[src/rtl/core/dcd_ram.sv]
// Generic single-port-write RAM with registered read.
// No dependencies.
module dcd_ram #(
    parameter int WIDTH = 8,
    parameter int DEPTH = 256
) (
    input  logic                     clk,
    input  logic                     we,
    input  logic [$clog2(DEPTH)-1:0] waddr,
    input  logic [WIDTH-1:0]         wdata,
    input  logic [$clog2(DEPTH)-1:0] raddr,
    output logic [WIDTH-1:0]         rdata
);
    logic [WIDTH-1:0] mem [DEPTH];

    always_ff @(posedge clk)
    begin
        if (we)
        begin
            mem[waddr] <= wdata;
        end
        rdata <= mem[raddr];
    end
endmodule

[config.mk]
export PLATFORM = sky130hd
export DESIGN_NAME = dcd_ram
export DESIGN_NICKNAME = d
export VERILOG_FILES = /design/src/rtl/core/dcd_ram.sv
export SDC_FILE = /design/constraint.sdc
export NUM_CORES = 2
export LEC_CHECK = 0
export ABC_AREA = 1
export BUFFER_PORTS_ARGS = -buffer_cell sky130_fd_sc_hd__buf_4
export CAP_MARGIN = 20
export CORE_MARGIN = 2
export CORE_UTILIZATION = 25
export CTS_CLUSTER_SIZE = 40
export DETAILED_ROUTE_END_ITERATION = 7
export GPL_TIMING_DRIVEN = 0
export MAX_ROUTING_LAYER = met4
export PLACE_DENSITY = 0.43
export SLEW_MARGIN = 20
export SYNTH_ARGS = -nofsm -noshare
export SYNTH_HDL_FRONTEND = slang
export SYNTH_SLANG_ARGS = --single-unit
[constraint.sdc]
create_clock -name clk -period 2.7 [get_ports clk]
set_input_delay 0.54 -clock clk [delete_from_list [all_inputs] [get_ports clk]]
set_output_delay 0.54 -clock clk [all_outputs]
set_load 0.02 [all_outputs]
==> impl_metrics.tcl <==
set metrics [dict create \
    synth_cell_types 14 \
    period_needed_ns 2.88 \
    finClkSkew_ns 0.110 \
    ff2ff_setup_slack_ns 0.24 \
    io_pins 34 \
    start_util 0.251 \
    dieArea_sq_mm 0.338 \
    coreArea_sq_mm 0.333 \
    postRouteAntennaNets 0 \
    clk_pin_slew_worst_paths_ns 0.06 \
    pwr-share-seq 0.490 \
    track_usage 0.227 \
    path_max_fanout 10 \
    p_switching_w 0.0179 \
    synth_area_leaders "edfxtp_1 74%, nand3_1 12%, nand2_1 9.6%" \
    wl_um 385000 \
    period_share 1.07 \
    overflow 0 \
    critPathRequiredTime_ns 3.31 \
    final-hold-violation-count 0 \
    yosysSeqAreaShare 0.739 \
    violations "setup timing" \
    relSlewSlack 0.162 \
    layout-drive-gt1-share 0.123 \
    syn_area_sq_mm 0.0834 \
    finish.utilization 0.296 \
    hpwl_um 271000 \
    syn_avg_cell_area_sq_um 11.9 \
    fin_tns_setup_ns -0.954 \
    hold_path_depth 1 \
    power_w 0.0718 \
    peakVddDrop_mv 0.601 \
    r2r-start "mem[192][1]" \
    drv_slew 0 \
    min-delay-start "wdata[1]" \
    cts_buffers 227 \
    worstHoldEndpoint "mem[177][1]" \
    p_per_area_mw_per_mm2 730 \
    cts_buffer_depth 4 \
    worst_pin_slew_ns 1.26 \
    clkPwrFrac 0.431 \
    port_buffers 26 \
    wl_per_cell_um 32.3 \
    post_cts_buffers 0 \
    n_fill_cell 34100 \
    grt_pass1_wl_um 506000 \
    htreeDepth 4 \
    grt_max_degree 133 \
    clk_latency_ns 0.95 \
    drt-pass1-iter-count 6 \
    num_vias 60600 \
    grt_pass1_vias 56100 \
    path_class "primary input to register" \
    antenna_found_initial 33 \
    hp-class "primary input to register" \
    route.detailed.drc 0 \
    cts.sink_count 2056 \
    setup_viol 8 \
    rsz0062_at_grt "yes" \
    die_h_um 582 \
    reg2reg_to "rdata[1]" \
    fmax_mhz 347 \
    status "finished, violations left" \
    synthToLayoutAreaGrowth_pct 18.0 \
    die_x_um 582 \
    p_comb_frac 0.079 \
    clockRootBuffer "clkbuf_16" \
    p_leak_nw 33.8 \
    endpoint_kind "register" \
    max-cap-violations 0 \
    ys_ff_latch 2056 \
    finalWorstSetupSlack_ns -0.185 \
    synth_top_area_frac 0.737 \
    syn_nets 7029 \
    p_sw_frac 0.249 \
    syn_inst 7003 \
    final_net_count 7345 \
    yosys.area.top_type "edfxtp_1" \
    drtIter0Drc 8858 \
    startpoint_type "primary input" \
    ff2ff_path_depth 10 \
    yosysWarnings 0 \
    cts_tree "yes" \
    arrival_ns 3.50 \
    gp_congestion 0.978 \
    rows 212 \
    via_per_inst 5.08 \
    internal_power_w 0.0540 \
]
-- placed cells by master, fill, tap and decap left out, drive strengths merged --
| cell | n |
|---|---|
| nand2 | 2123 |
| edfxtp | 2048 |
| nand3 | 2019 |
| buf | 442 |
| clkbuf | 394 |
| nor2 | 283 |
| clkinv | 99 |
| inv | 43 |
| diode | 31 |
| bufinv | 22 |
| dfxtp | 8 |
| clkdlybuf4s15 | 6 |
| clkinvlp | 4 |
| dlygate4sd3 | 2 |
-- synth_stat cells --
cell / number
buf_1: 40
nand3_1: 2019
buf_8: 1
inv_4: 1
inv_1: 36
buf_4: 46
edfxtp_1: 2048
clkbuf_1: 112
nor2_1: 283
buf_6: 16
buf_2: 268
inv_2: 2
dfxtp_1: 8
nand2_1: 2123
-- cell families (layout without fill, tap and decap cells) --
family,after synthesis,after routing,synth area share
DFF,2056,2056,0.739
and+or+nand+nor,4425,4425,0.229
other,0,31,0
buffers and inverters,522,1012,0.0312
-- flip-flops by register name (all words and copies together) (netlist names) --
register	flops
rdata	8
mem	2048
-- stage by stage --
stage                     hold WS, ns  worst slack (ns)  cell area [sq um]  cells
after floorplan                 0.639             0.669              83400   7003
after global placement          0.965             -2.14              89100  11400
after detailed placement        0.793             -1.61              90700  11500
after CTS                      0.0407           0.00134              98200  11900
after global routing           0.0730           -0.0456              98400  11900
final                          0.0712            -0.185              98400  11900
-- repair_timing --
action                                  CTS  global route
endpoints found under the setup margin    8             7
hold buffers                              2             0
hold endpoints to repair                 12             0
gates resized for setup                 129            23
pin swaps                                 0             0
-- routing by layer --
metal | wire length, um | part of all wire | GRT usage | vias up
met5 | 0 | 0 | - | -
met4 | 20300 | 0.053 | 0.105 | 0
met3 | 38800 | 0.10 | 0.0531 | 749
met2 | 172000 | 0.45 | 0.342 | 3328
met1 | 154000 | 0.40 | 0.289 | 30900
li1 | - | - | - | 25600
-- critical path, cell delays in order --
cell and delay, ns:
buf_4 0.38, buf_4 0.46, clkbuf_4 0.43, nand3_1 0.12, nand3_1 0.09, nand3_1 0.10
nand3_1 0.20, nand3_1 0.11, nand3_1 0.37, nand2_1 0.19, nand2_1 0.11, nand2_1 0.27
-- cell type report --
class | count | area [sq um] | share of cell area
Antenna cell | 31 | 77.6 | 0.000788
Inverter | 39 | 149 | 0.00151
Tap cell | 4387 | 5490 | 0.0558
Buffer | 483 | 2850 | 0.0290
Clock buffer | 274 | 5920 | 0.0602
Clock inverter | 129 | 1250 | 0.0128
Sequential cell | 2056 | 61700 | 0.627
Multi-Input combinational cell | 4425 | 19400 | 0.198
Timing Repair Buffer | 87 | 1550 | 0.0158
-- power groups by stage --
| stage | Clock (W) | Combinational (W) | Sequential (W) |
|---|---|---|---|
| finish | 0.0310 | 0.00565 | 0.0352 |
| global route | 0.0323 | 0.00579 | 0.0352 |
| CTS | 0.0312 | 0.00550 | 0.0352 |
| detailed placement | 0 | 0.00543 | 0.0359 |
| global placement | 0 | 0.00524 | 0.0360 |
| floorplan | 0 | 0.00217 | 0.0359 |
-- how the worst max path moves through the flow --
stage / start / end / cells after the start
3_3_place_gp: raddr[3] / rdata[0] / 10
2_1_floorplan: we / mem[162][0] / 4
5_1_grt: raddr[0] / rdata[1] / 14
4_1_cts: raddr[1] / rdata[2] / 12
3_5_place_dp: raddr[1] / rdata[4] / 12
6_report: raddr[1] / rdata[1] / 12
No activity file was read; power rests on OpenSTA's default activity.
